<file path="config.mk">
export PLATFORM = sky130hd
export DESIGN_NAME = hdlc_bit_stuff_nrzi_packer
export DESIGN_NICKNAME = d
export VERILOG_FILES = /design/src/rtl/core/hbsn_pkg.sv /design/src/rtl/core/hdlc_bit_stuff_nrzi_packer.sv /design/src/rtl/core/hbsn_line_coder.sv
export SDC_FILE = /design/constraint.sdc
export NUM_CORES = 1
export LEC_CHECK = 0
export BUFFER_PORTS_ARGS = -buffer_cell sky130_fd_sc_hd__buf_2
export CAP_MARGIN = 20
export CORE_MARGIN = 4
export CORE_UTILIZATION = 55
export DETAILED_ROUTE_END_ITERATION = 7
export PLACE_DENSITY = 0.75
export SLEW_MARGIN = 20
export SYNTH_ARGS = -nofsm -noshare
export SYNTH_HDL_FRONTEND = slang
export SYNTH_HIERARCHICAL = 1
export SYNTH_SLANG_ARGS = --single-unit
</file>
<file path="constraint.sdc">
create_clock -name clock -period 12 [get_ports clock]
set_input_delay 1.2 -clock clock [delete_from_list [all_inputs] [get_ports clock]]
set_output_delay 1.2 -clock clock [all_outputs]
set_load 0.01 [all_outputs]
</file>
<file path="src/rtl/core/hbsn_pkg.sv">
// Shared types and constants for the HDLC bit-stuffing NRZI line packer.
// No dependencies; imported by hbsn_line_coder and hdlc_bit_stuff_nrzi_packer.
package hbsn_pkg;

   // Request kinds carried on req_tuser[1:0]; code 3 is unused and ignored.
   typedef enum logic [1:0] {
      FUNC_DATA  = 2'd0,
      FUNC_START = 2'd1,
      FUNC_END   = 2'd2
   } func_type;

   // A zero is stuffed after this many ones in a row.
   localparam logic [2:0] RUN_LIMIT = 3'd5;

   // Widest line burst of one data byte: eight data bits plus two stuffed zeros.
   localparam int LINE_W = 10;

   // Line bits of one data byte, oldest in bit 0, with the coder state after it.
   typedef struct packed {
      logic [LINE_W-1:0] line;
      logic [3:0]        nbits;
      logic              level;
      logic [2:0]        run;
   } line_code_type;

   // One result as it travels on the result channel.
   typedef struct packed {
      logic [7:0] out_byte;
      logic       byte_valid;
      logic       last;
      logic [9:0] byte_count;
      logic       truncated;
   } rsp_item_type;

endpackage

</file>
<file path="src/rtl/core/hdlc_bit_stuff_nrzi_packer.sv">
// HDLC bit-stuffing NRZI line packer: top level with request register,
// single-pass packing logic and a two-entry result register.
// Depends on hbsn_pkg and hbsn_line_coder.
// A request waits in the request register until the result register can take it.
// Throughput while rsp_tready holds: one request per cycle when it yields one result;
// one completing two bytes stalls the next; the result register drains one per cycle.
// Reset: synchronous, active high; clears the frame state and empties both registers.
module hdlc_bit_stuff_nrzi_packer #(
   parameter int MAX_BYTES = 512
) (
   input  logic        clock,
   input  logic        reset,
   input  logic        req_tvalid,
   output logic        req_tready,
   input  logic [7:0]  req_tdata,   // [7:0] data_byte
   input  logic [2:0]  req_tuser,   // [1:0] func, [2] stuff_enable
   output logic        rsp_tvalid,
   input  logic        rsp_tready,
   output logic [23:0] rsp_tdata,   // [7:0] out_byte, [17:8] byte_count, [23:18] zero
   output logic [1:0]  rsp_tuser,   // [0] byte_valid, [1] truncated
   output logic        rsp_tlast    // last result of this request
);
   import hbsn_pkg::*;

   localparam int CNT_W = $clog2(MAX_BYTES + 1);
   localparam logic [CNT_W-1:0] MAX_CNT = CNT_W'(MAX_BYTES);

   // Request register
   logic       req_valid_ff;
   logic [1:0] req_func_ff;
   logic [7:0] req_data_ff;
   logic       req_stuff_ff;

   // Frame state; the open byte keeps its oldest bit in bit 0
   logic [6:0]       open_ff,    open_in;
   logic [2:0]       pending_ff, pending_in;
   logic [2:0]       run_ff,     run_in;
   logic             level_ff,   level_in;
   logic [CNT_W-1:0] cnt_ff,     cnt_in;
   logic             ovf_ff,     ovf_in;

   // Result register: current result and a held second one
   rsp_item_type rsp_ff,  second_ff;
   logic         rsp_valid_ff, second_valid_ff;

   line_code_type code;
   logic [4:0]    total;
   logic [16:0]   stream;
   logic [1:0]    nbytes;
   logic          full0, full1, full2;
   logic [CNT_W-1:0] cnt_p1, cnt_p2;
   logic [7:0]    byte0, byte1;
   logic          advance;
   rsp_item_type  item0, item1;

   function automatic logic [9:0] count10(input logic [CNT_W-1:0] c);
      logic [CNT_W+9:0] ext;
      ext = {10'b0, c};
      return ext[9:0];
   endfunction

   hbsn_line_coder u_coder (
      .stuff_enable (req_stuff_ff),
      .data_byte    (req_data_ff),
      .level_in     (level_ff),
      .run_in       (run_ff),
      .code         (code)
   );

   // Line bits of this byte behind the open bits of the byte being filled
   assign total  = {2'b0, pending_ff} + {1'b0, code.nbits};
   assign stream = {10'b0, open_ff} | ({7'b0, code.line} << pending_ff);
   assign full0  = cnt_ff >= MAX_CNT;
   assign cnt_p1 = cnt_ff + CNT_W'(1);
   assign cnt_p2 = cnt_ff + CNT_W'(2);
   assign full1  = ({1'b0, cnt_ff} + (CNT_W+1)'(1)) >= {1'b0, MAX_CNT};
   assign full2  = ({1'b0, cnt_ff} + (CNT_W+1)'(2)) >= {1'b0, MAX_CNT};

   always_comb begin
      open_in    = open_ff;
      pending_in = pending_ff;
      run_in     = run_ff;
      level_in   = level_ff;
      cnt_in     = cnt_ff;
      ovf_in     = ovf_ff;
      nbytes     = 2'd0;
      byte0      = stream[7:0];
      byte1      = stream[15:8];
      case (func_type'(req_func_ff))
         FUNC_DATA: begin
            level_in = code.level;
            run_in   = code.run;
            if (full0) begin
               // frame full: drop every line bit
               ovf_in = 1'b1;
            end else if (total >= 5'd8 && full1) begin
               // room for one byte only: drop whatever follows it
               nbytes     = 2'd1;
               ovf_in     = ovf_ff | (total != 5'd8);
               open_in    = '0;
               pending_in = '0;
            end else if (total >= 5'd16) begin
               nbytes = 2'd2;
               if (full2) begin
                  // second byte fills the frame: drop the bit behind it
                  ovf_in     = ovf_ff | (total != 5'd16);
                  open_in    = '0;
                  pending_in = '0;
               end else begin
                  open_in    = {6'b0, stream[16]};
                  pending_in = 3'(total - 5'd16);
               end
            end else if (total >= 5'd8) begin
               nbytes     = 2'd1;
               open_in    = stream[14:8];
               pending_in = 3'(total - 5'd8);
            end else begin
               open_in    = stream[6:0];
               pending_in = 3'(total);
            end
         end
         FUNC_START: begin
            open_in    = '0;
            pending_in = '0;
            run_in     = '0;
            level_in   = 1'b0;
            cnt_in     = '0;
            ovf_in     = 1'b0;
         end
         FUNC_END: begin
            // close the open byte with zero line bits, or drop it when full
            byte0 = {1'b0, open_ff};
            if (pending_ff != 3'd0) begin
               if (full0) begin
                  ovf_in = 1'b1;
               end else begin
                  nbytes = 2'd1;
               end
            end
            open_in    = '0;
            pending_in = '0;
         end
         default: begin
         end
      endcase
      if (nbytes == 2'd2) begin
         cnt_in = cnt_p2;
      end else if (nbytes == 2'd1) begin
         cnt_in = cnt_p1;
      end
   end

   always_comb begin
      item0.out_byte   = (nbytes == 2'd0) ? 8'd0 : byte0;
      item0.byte_valid = nbytes != 2'd0;
      item0.last       = nbytes != 2'd2;
      item0.byte_count = (nbytes == 2'd0) ? count10(cnt_in) : count10(cnt_p1);
      item0.truncated  = ovf_in;
      item1.out_byte   = byte1;
      item1.byte_valid = 1'b1;
      item1.last       = 1'b1;
      item1.byte_count = count10(cnt_p2);
      item1.truncated  = ovf_in;
   end

   // Advance the request into the result register once the last held result leaves
   assign advance    = req_valid_ff &&
                       (!rsp_valid_ff || (rsp_tready && !second_valid_ff));
   assign req_tready = !req_valid_ff || advance;

   always_ff @(posedge clock) begin
      if (reset) begin
         req_valid_ff    <= 1'b0;
         rsp_valid_ff    <= 1'b0;
         second_valid_ff <= 1'b0;
         open_ff         <= '0;
         pending_ff      <= '0;
         run_ff          <= '0;
         level_ff        <= 1'b0;
         cnt_ff          <= '0;
         ovf_ff          <= 1'b0;
      end else begin
         if (req_tready) begin
            req_valid_ff <= req_tvalid;
         end
         if (advance) begin
            rsp_valid_ff    <= 1'b1;
            second_valid_ff <= nbytes == 2'd2;
            open_ff         <= open_in;
            pending_ff      <= pending_in;
            run_ff          <= run_in;
            level_ff        <= level_in;
            cnt_ff          <= cnt_in;
            ovf_ff          <= ovf_in;
         end else if (rsp_valid_ff && rsp_tready) begin
            // hand over the held second result, or go empty
            rsp_valid_ff    <= second_valid_ff;
            second_valid_ff <= 1'b0;
         end
      end
   end

   always_ff @(posedge clock) begin
      if (req_tready) begin
         req_func_ff  <= req_tuser[1:0];
         req_data_ff  <= req_tdata;
         req_stuff_ff <= req_tuser[2];
      end
      if (advance) begin
         rsp_ff    <= item0;
         second_ff <= item1;
      end else if (rsp_valid_ff && rsp_tready && second_valid_ff) begin
         rsp_ff <= second_ff;
      end
   end

   assign rsp_tvalid = rsp_valid_ff;
   assign rsp_tdata  = {6'b0, rsp_ff.byte_count, rsp_ff.out_byte};
   assign rsp_tuser  = {rsp_ff.truncated, rsp_ff.byte_valid};
   assign rsp_tlast  = rsp_ff.last;

   // A held second result always sits behind a valid current one
   assert property (@(posedge clock) disable iff (reset)
      second_valid_ff |-> rsp_valid_ff)
      else $error("second result held without a current result");

   // The current result is never marked last while a second one waits
   assert property (@(posedge clock) disable iff (reset)
      (rsp_valid_ff && second_valid_ff) |-> !rsp_ff.last)
      else $error("last flag set ahead of a held second result");

   // The frame byte count never passes the limit
   assert property (@(posedge clock) disable iff (reset)
      cnt_ff <= MAX_CNT)
      else $error("byte count beyond limit");

   // Open bits can only exist while the frame still has room
   assert property (@(posedge clock) disable iff (reset)
      (pending_ff != 3'd0) |-> (cnt_ff < MAX_CNT))
      else $error("open bits held in a full frame");

endmodule

</file>
<file path="src/rtl/core/hbsn_line_coder.sv">
// Bit stuffing and NRZI coding of one data byte, LSB first, in one pass.
// Depends on hbsn_pkg.
module hbsn_line_coder (
   input  logic                  stuff_enable,
   input  logic [7:0]            data_byte,
   input  logic                  level_in,
   input  logic [2:0]            run_in,
   output hbsn_pkg::line_code_type code
);
   import hbsn_pkg::*;

   always_comb begin
      logic       lvl;
      logic [2:0] run;
      logic [3:0] n;
      lvl  = level_in;
      run  = run_in;
      n    = 4'd0;
      code = '0;
      for (int i = 0; i < 8; i++) begin
         // a zero toggles the line, a one holds it
         if (!data_byte[i]) begin
            lvl = ~lvl;
         end
         code.line[n] = lvl;
         n = n + 4'd1;
         if (stuff_enable) begin
            run = data_byte[i] ? run + 3'd1 : 3'd0;
            if (run >= RUN_LIMIT) begin
               // stuffed zero right after the fifth one
               lvl = ~lvl;
               code.line[n] = lvl;
               n = n + 4'd1;
               run = 3'd0;
            end
         end
      end
      code.nbits = n;
      code.level = lvl;
      code.run   = run;
   end

endmodule

</file>
; ---- Yosys cells after proc, flatten, opt, wreduce, memory -nomap -nowiden
; Cells that the tools add are included.
[classes]
addsub = 29
n_lt_le_gt_ge = 41
eq_ne = 8
shift = 1
muxes = 162
bitwise = 19
n_reduce_logical = 35
[ops]
columns = op, n
row1 = 10-bit 2-to-1 mux, 18
row2 = 10-bit bitwise mux, 14
row3 = 3-bit 2-to-1 mux, 29
row4 = "4-bit by 5-bit less-than comparator with 1-bit output, second input constant", 14
row5 = 4-bit 2-to-1 mux, 15
row6 = "4-bit by 1-bit adder with 4-bit output, second input constant", 14
row7 = 1-bit demux with 4-bit select, 14
row8 = "4-bit by 1-bit greater-or-equal comparator with 1-bit output, second input constant", 14
row9 = 1-bit 2-to-1 mux, 54
row10 = 21-bit 2-to-1 mux, 2
row11 = 7-bit 2-to-1 mux, 4
row12 = "3-bit by 1-bit adder with 3-bit output, second input constant", 8
row13 = "3-bit greater-or-equal comparator, second input constant", 8
row14 = "11-bit by 10-bit greater-or-equal comparator with 1-bit output, second input constant", 2
row15 = 1-bit logical AND, 19
row16 = 7-bit by 17-bit bitwise OR with 17-bit output, 1
row17 = 10-bit by 3-bit left shift with 17-bit output, 1
row18 = 8-bit 2-to-1 mux, 2
row19 = 1-bit inverter, 16
row20 = 7-bit case mux with 2 select lines, 1
row21 = 3-bit case mux with 2 select lines, 2
row22 = "10-bit by 1-bit adder with 11-bit output, second input constant", 1
row23 = "10-bit by 2-bit adder with 11-bit output, second input constant", 1
row24 = "10-bit by 1-bit adder with 10-bit output, second input constant", 1
row25 = 24 further kinds, 40
[word_totals]
register_bits = 79

; ---- Logic depth before layout (Yosys ltp)
; Gate-level depths: netlist (run 1).
[logic_depth]
depth_word = 52
mapped_depth = 54
mapped_depth_nobuf = 49

; ---- Modules after synthesis
; Netlist (run 1), hierarchy kept.
[modules_own_cells]
columns = module, instances, cells_each, area_per_inst_um2, seq_area_each_um2
row1 = hbsn_line_coder, 1, 704, 4994.8, 0.0
row2 = hdlc_bit_stuff_nrzi_packer, 1, 482, 4616.9, 2092.0

; ---- Worst setup path after synthesis (run 1)
; Ideal clock, no wire load.
[synth_timing]
kind = register to register
from = register req_stuff_ff
to = register rsp_ff (netlist bit rsp_tuser[1]), data pin
setup_ns = 0.180
arrival_ns = 10.994
t_required_ns = 11.820
slack_ns = 0.826
path_stages_with_launch = 46
path_buffers = 7
path_cell_list = edfxtp_1 clkbuf_1 buf_1 clkbuf_1 nor2b_1 clkbuf_1 a41o_1 ha_1 and3_1 a21boi_0 mux2i_1 nand2_1 ha_1 buf_1 or4_4 o211a_1 a41o_1 ha_1 [... 10 more ...] a21boi_2 mux2_2 inv_1 ha_1 buf_2 or2_2 mux2i_1 inv_1 ha_1 clkbuf_1 xnor2_1 nand4_1 xnor2_1 o21ai_1 or3_1 mux2i_1 a21oi_1 o41ai_2
[synth_rtl]
columns = element, line_no
row1 = from (decl), hdlc_bit_stuff_nrzi_packer.sv:32  ; logic req_stuff_ff;
row2 = from (signal assigned), hdlc_bit_stuff_nrzi_packer.sv:207  ; req_stuff_ff <= req_tuser[2];
row3 = to (signal assigned), hdlc_bit_stuff_nrzi_packer.sv:210  ; rsp_ff <= item0;
row4 = to (signal assigned), hdlc_bit_stuff_nrzi_packer.sv:213  ; rsp_ff <= second_ff;
row5 = to (decl), hdlc_bit_stuff_nrzi_packer.sv:43  ; rsp_item_type rsp_ff, second_ff;

==> results_dict.tcl, run 1 <==
set metrics [dict create \
    drt_first_iter_violations 1018 \
    place_hpwl_um 18600 \
    reg2reg_slack_ns 0.72 \
    core_area_mm2 0.0172 \
    timing.clock.skew_ns 0.00902 \
    tritoncts.num_buffers 9 \
    worstPathRequired_ns 12.23 \
    post_route_cells_drive_above_1_share 0.136 \
    ys_types 113 \
    synthToLayoutAreaGrowth_pct 6.59 \
    grt_antenna_before_repair 0 \
    die_area_mm2 0.0197 \
    die_w_um 140 \
    endpoint_kind "flip-flop" \
    setup_repair_after_global_routing_missed_its_margin "false" \
    max_freq_mhz 88.6 \
    synth_warnings 6 \
    final_max_slew_viol_count 0 \
    post-route-period-util 0.940 \
    detail_route.first_pass.iterations 5 \
    drt_drc_violations_left 0 \
    worst_path_largest_cell_delay_ns 0.58 \
    placementRows 48 \
    cell_accounting_for_the_most_synthesized_area "edfxtp_1" \
    finalSetupTns_ns 0 \
    crit_path_max_fanout 21 \
    synth_edf_count 51 \
    setup_ws_ns 0.720 \
    synthTopCellsByArea "edfxtp_1 (16%), ha_1 (6.2%), dfxtp_1 (5.8%)" \
    worst_skew_pair.late_latency_ns 0.34 \
    detailroute.via_count 9259 \
    synth.top_cells.by_count "nor2_1 (107), nand2_1 (97), a21oi_1 (68)" \
    timing_worst_slew_pin_value_ns 1.08 \
    routed_via_density 6.58 \
    result_of_the_run "completed" \
    post_place_setup_slack_ns 0.164 \
    timing.slew.headroom 0.276 \
    syn_area_per_cell_um2 8.10 \
    detail_route_antenna_nets 0 \
    globalRoute.totalOverflow 0 \
    powerDensity_mw_per_mm2 88.8 \
    effective_utilization_at_floorplan 0.558 \
    power.total_uw 910 \
    routed_wirelength_um 25600 \
    ys.flop_type "edfxtp_1" \
    cts-root-to-sink-buffers 2 \
    path_clk_slew_ns 0.06 \
    cts_tree "built" \
    power.sequential.fraction 0.344 \
    grt_pass1_wl_um 41600 \
    setup.worst_path.start_class "flip-flop" \
    vdd_drop_max_uv 69.2 \
    gp_routability_congestion 0.955 \
    total_switching_power_uw 316 \
    htree_num_levels 3 \
    clkPwrFrac 0.320 \
    floorplan.die.height_um 140 \
    clock_sinks 79 \
    cts.hold.buffers_added 0 \
    fin_crit_ns 11.28 \
    synth_cells 1186 \
    hold_viol 0 \
    synth_largest_type_area_fraction 0.159 \
    via_count_of_the_first_global_routing_pass 8284 \
    root_buffer "clkbuf_16" \
    numPortBuffers 37 \
    internal_power_uw 594 \
    setup_viol_count_final 0 \
    path_common_cell "ha_1" \
    syn_area_mm2 0.00961 \
    share_comb_of_total_power 0.336 \
    inserted_diodes 0 \
    num-nets-final 1241 \
    wire_per_inst_um 18.2 \
    most_repeated_cell_in_the_gate_level_netlist_after_synthesis "nor2_1" \
    async_reset_ff_frac 0 \
    ys_seq_area_frac 0.218 \
    p_leak_uw 0.00404 \
    timing.critical_path.arrival_ns 11.51 \
    critical-path-slowest-cell "or4_1" \
    fin_worst_hold_slack_ns 0.490 \
    ys_seq_elements 79 \
    p_sw_frac 0.347 \
    maximum_number_of_pins_on_one_net_before_global_route_repair 42 \
    maximum_capacitance_violations 0 \
    globalRouteTotalUtil 0.249 \
    worst-setup-path-type "reg -> reg" \
    top_level_ports 44 \
    min_delay_worst_type "reg -> reg" \
]
[cell families (layout without fill, tap and decap cells)]
| kind of cell | count (synthesis) | count (layout) | synth area share |
|---|---|---|---|
| buffers and inverters | 132 | 123 | 0.0618 |
| and+or+nand+nor | 445 | 445 | 0.235 |
| DFF | 79 | 79 | 0.218 |
| other | 1 | 6 | 0.000390 |
| xor gates and xnor gates | 79 | 79 | 0.0888 |
| muxes | 67 | 67 | 0.0742 |
| AOI/OAI and AO/OA | 334 | 334 | 0.257 |
| adders and majority gates | 49 | 49 | 0.0646 |
[what timing repair did]
item / 4_1_cts / 5_1_grt
endpoints found under the setup margin: 0 / 50
buffers inserted: 0 / 4
gates resized for setup: 0 / 12
[power by group through the flow]
stage          sequential [uW]  clock, uW  combinational (uW)
5_1_grt                    315        307                 332
2_1_floorplan              315          0                 226
6_report                   313        291                 306
3_3_place_gp               319          0                 289
4_1_cts                    313        294                 293
3_5_place_dp               319          0                 291
[area by class of cell]
| cell class | instances | area, um2 |
|---|---|---|
| multi-input cells | 980 | 7020 |
| fillers | 1533 | 6990 |
| flip-flops and latches | 79 | 2090 |
| repair buffers | 57 | 348 |
| well taps | 225 | 282 |
| clock buffers | 11 | 233 |
| inverters | 50 | 188 |
| clock inverters | 5 | 83.8 |
[through the flow]
stage	util	cells	area (um2)
2_1_floorplan	-	1191	9630
3_3_place_gp	0.569	1387	9810
3_5_place_dp	0.569	1387	9810
4_1_cts	0.588	1403	10100
5_1_grt	0.594	1407	10200
6_report	0.594	1407	10200
[critical path, delay by kind of cell, from the launching register on]
kind,cells,cell delay (ns)
AOI/OAI and AO/OA,11,2.97
adders and majority gates,9,2.71
and+or+nand+nor,10,2.53
muxes,5,1.42
xor gates and xnor gates,4,0.74
DFF,1,0.46
buffers and inverters,3,0.30
[state kept, by name, indices dropped and copies added, names as in the netlist]
| register | count |
|---|---|
| cnt_ff | 10 |
| level_ff | 1 |
| open_ff | 7 |
| ovf_ff | 1 |
| pending_ff | 3 |
| req_data_ff | 8 |
| req_func_ff | 2 |
| req_stuff_ff | 1 |
| req_valid_ff | 1 |
| rsp_tdata | 18 |
| rsp_tlast | 1 |
| rsp_tuser | 2 |
| rsp_tvalid | 1 |
| run_ff | 3 |
| second_ff | 19 |
| second_valid_ff | 1 |
[routing by layer]
metal | vias to the layer above | track usage | share of wire
met1 | 4332 | 0.363 | 0.46
met4 | 0 | 0.0627 | 0.020
met3 | 45 | 0.0372 | 0.076
li1 | 4437 | - | -
met5 | - | 0 | 0
met2 | 445 | 0.388 | 0.45
[worst paths after layout]
path                                 start    endpoint  depth (start not counted)
worst min register to register  open_ff[4]  open_ff[4]                          2
worst max register to register   run_ff[0]   cnt_ff[6]                         42
worst max-delay path             run_ff[0]   cnt_ff[6]                         42
worst min-delay path            open_ff[4]  open_ff[4]                          2
[cell usage in the layout (no fill, tap or decap), types with 43 or more instances in the layout]
| master | n |
|---|---|
| edfxtp_1 | 51 |
| a21oi_1 | 68 |
| nor2_1 | 106 |
| nand2_1 | 97 |
| inv_1 | 49 |
| nand3_1 | 65 |
| ha_1 | 47 |
| mux2i_1 | 43 |
| o21ai_0 | 55 |
| xnor2_1 | 43 |
Power figures use the tool's default switching activity.
==> run 2: changes to the inputs <==
Settings changed: CORE_ASPECT_RATIO from default to 0.6.
==> run 2 against run 1 <==
  * Sequential power barely moved
  * Worst setup slack got worse by 0.048 ns
  * Routed wire length rose by 6.8%
  * Register-to-register slack got worse by 0.05 ns
  * Via count increased by 2.3%
  * Core utilization up 0.80 points
  * Critical path type unchanged
  * Critical endpoint is now second_ff[0]
  * Largest cell class unchanged
  * Highest routed layer unchanged
==> results_dict.tcl, run 2 (synthesis gave the netlist of run 1 again) <==
set metrics [dict create \
    result_of_the_run "completed" \
    cts-root-to-sink-buffers 2 \
    max_freq_mhz 88.3 \
    wire_per_inst_um 19.3 \
    finish.utilization 0.602 \
    fin_crit_ns 11.33 \
    timing.clock.skew_ns 0.0123 \
    fillCellCount 1571 \
    post_route_cells_drive_above_1_share 0.146 \
    synthToLayoutAreaGrowth_pct 7.34 \
    path_common_cell "ha_1" \
    effective_utilization_at_floorplan 0.561 \
    largest_reg_flops 19 \
    detail_route.first_pass.iterations 6 \
    floorplan.die.height_um 110 \
    placementRows 37 \
    critical-path-slowest-cell "or4_1" \
    timing_worst_slew_pin_value_ns 1.11 \
    worstPathRequired_ns 12.06 \
    largest_register "second_ff" \
    post-route-period-util 0.944 \
    detailroute.via_count 9470 \
    core_area_mm2 0.0171 \
    most-common-layout-cells "nor2_1 (106), nand2_1 (97), a21oi_1 (66), nand3_1 (65), o21ai_0 (54)" \
    timing.slew.headroom 0.258 \
    setup_viol_count_final 0 \
    root_buffer "clkbuf_16" \
    vdd_drop_max_uv 88.9 \
    globalRouteTotalUtil 0.273 \
    top_level_ports 44 \
    worst_path_largest_cell_delay_ns 0.58 \
    path_clk_slew_ns 0.07 \
    layout.area.seq_mm2 0.00209 \
    maximum_capacitance_violations 0 \
    drt_first_iter_violations 1517 \
    via_count_of_the_first_global_routing_pass 8278 \
    crit_path_max_fanout 10 \
    detail_route_antenna_nets 0 \
    htree_num_levels 3 \
    routed_wirelength_um 27300 \
    endpoint_kind "flip-flop" \
    timing.critical_path.arrival_ns 11.39 \
    maximum_number_of_pins_on_one_net_before_global_route_repair 42 \
    inserted_diodes 0 \
    num-nets-final 1243 \
    tritoncts.num_buffers 9 \
    numPortBuffers 37 \
    worst_skew_pair.late_latency_ns 0.35 \
    die_area_mm2 0.0197 \
    min_delay_worst_type "reg -> reg" \
    gp_routability_congestion 0.985 \
    total_area_of_multi_input_combinational_cells_mm2 0.00705 \
    cts_tree "built" \
    place_hpwl_um 20500 \
    final_max_slew_viol_count 0 \
    worst-setup-path-type "reg -> reg" \
    clock_sinks 79 \
    grt_pass1_wl_um 44600 \
    setup.worst_path.start_class "flip-flop" \
    drt_drc_violations_left 0 \
    grt_antenna_before_repair 0 \
    power.total_uw 932 \
    powerDensity_mw_per_mm2 90.3 \
    routed_via_density 6.68 \
    globalRoute.totalOverflow 0 \
    p_leak_uw 0.00407 \
    die_w_um 179 \
    layout.cells.most_common "nor2_1" \
    hold_viol 0 \
]
run 2: changes by cell type in the layout (fill, tap and decap cells not counted), sizes merged:
cell,before,now
inv,50,54
buf,57,59
clkbuf,11,9
clkinvlp,2,0
run 2: report_power, final:
group	internal (uW)	leakage (uW)	switching [uW]
sequential	302	0.000726	11.2
combinational	110	0.00318	200
clock	186	0.000163	123
total	598	0.00407	334
run 2: routing by layer:
layer / track usage / vias up / part of all wire
met5: 0 / - / 0
met4: 0.0312 / 0 / 0.0071
met3: 0.0667 / 28 / 0.11
met2: 0.340 / 533 / 0.38
met1: 0.466 / 4467 / 0.50
li1: - / 4442 / -
run 2: cell type report:
| cell class | count | share of cell area |
|---|---|---|
| Sequential cell | 79 | 0.203 |
| Timing Repair Buffer | 59 | 0.0355 |
| Tap cell | 234 | 0.0284 |
| Clock inverter | 7 | 0.00994 |
| Clock buffer | 9 | 0.0218 |
| Inverter | 50 | 0.0182 |
| Multi-Input combinational cell | 980 | 0.683 |
run 2: metrics by stage:
| step | area (um2) | cells | setup TNS (ns) | hold slack, ns | worst slack (ns) |
|---|---|---|---|---|---|
| detailed placement | 9840 | 1398 | 0 | 0.487 | 0.191 |
| global route | 10300 | 1418 | -0.0153 | 0.526 | -0.0153 |
| CTS | 10200 | 1414 | 0 | 0.497 | 0.123 |
| finish | 10300 | 1418 | 0 | 0.498 | 0.671 |
| floorplan | 9630 | 1191 | 0 | 0.431 | 0.826 |
| global placement | 9830 | 1397 | 0 | 0.483 | 0.666 |
run 2: final timing paths:
kind                                  from      endpoint  slack [ns]  cells after the start
worst min-delay path            open_ff[2]    open_ff[2]        0.50                      2
worst max-delay path             run_ff[0]  second_ff[0]        0.67                     41
worst min register to register  open_ff[2]    open_ff[2]        0.50                      2
worst max register to register   run_ff[0]  second_ff[0]        0.67                     41
run 2: timing repair:
action	in CTS	in global routing
resized for setup	0	21
setup buffers	0	4
setup endpoints to repair	0	51
hold buffers	0	0
run 2: worst max-delay path: cells and delay by family, from the launching register on:
family	cells	cell delay [ns]
AOI/OAI and AO/OA	11	3.16
xor gates and xnor gates	4	0.70
adders and majority gates	9	2.59
buffers and inverters	3	0.30
DFF	1	0.48
muxes	5	1.33
and+or+nand+nor	9	2.46
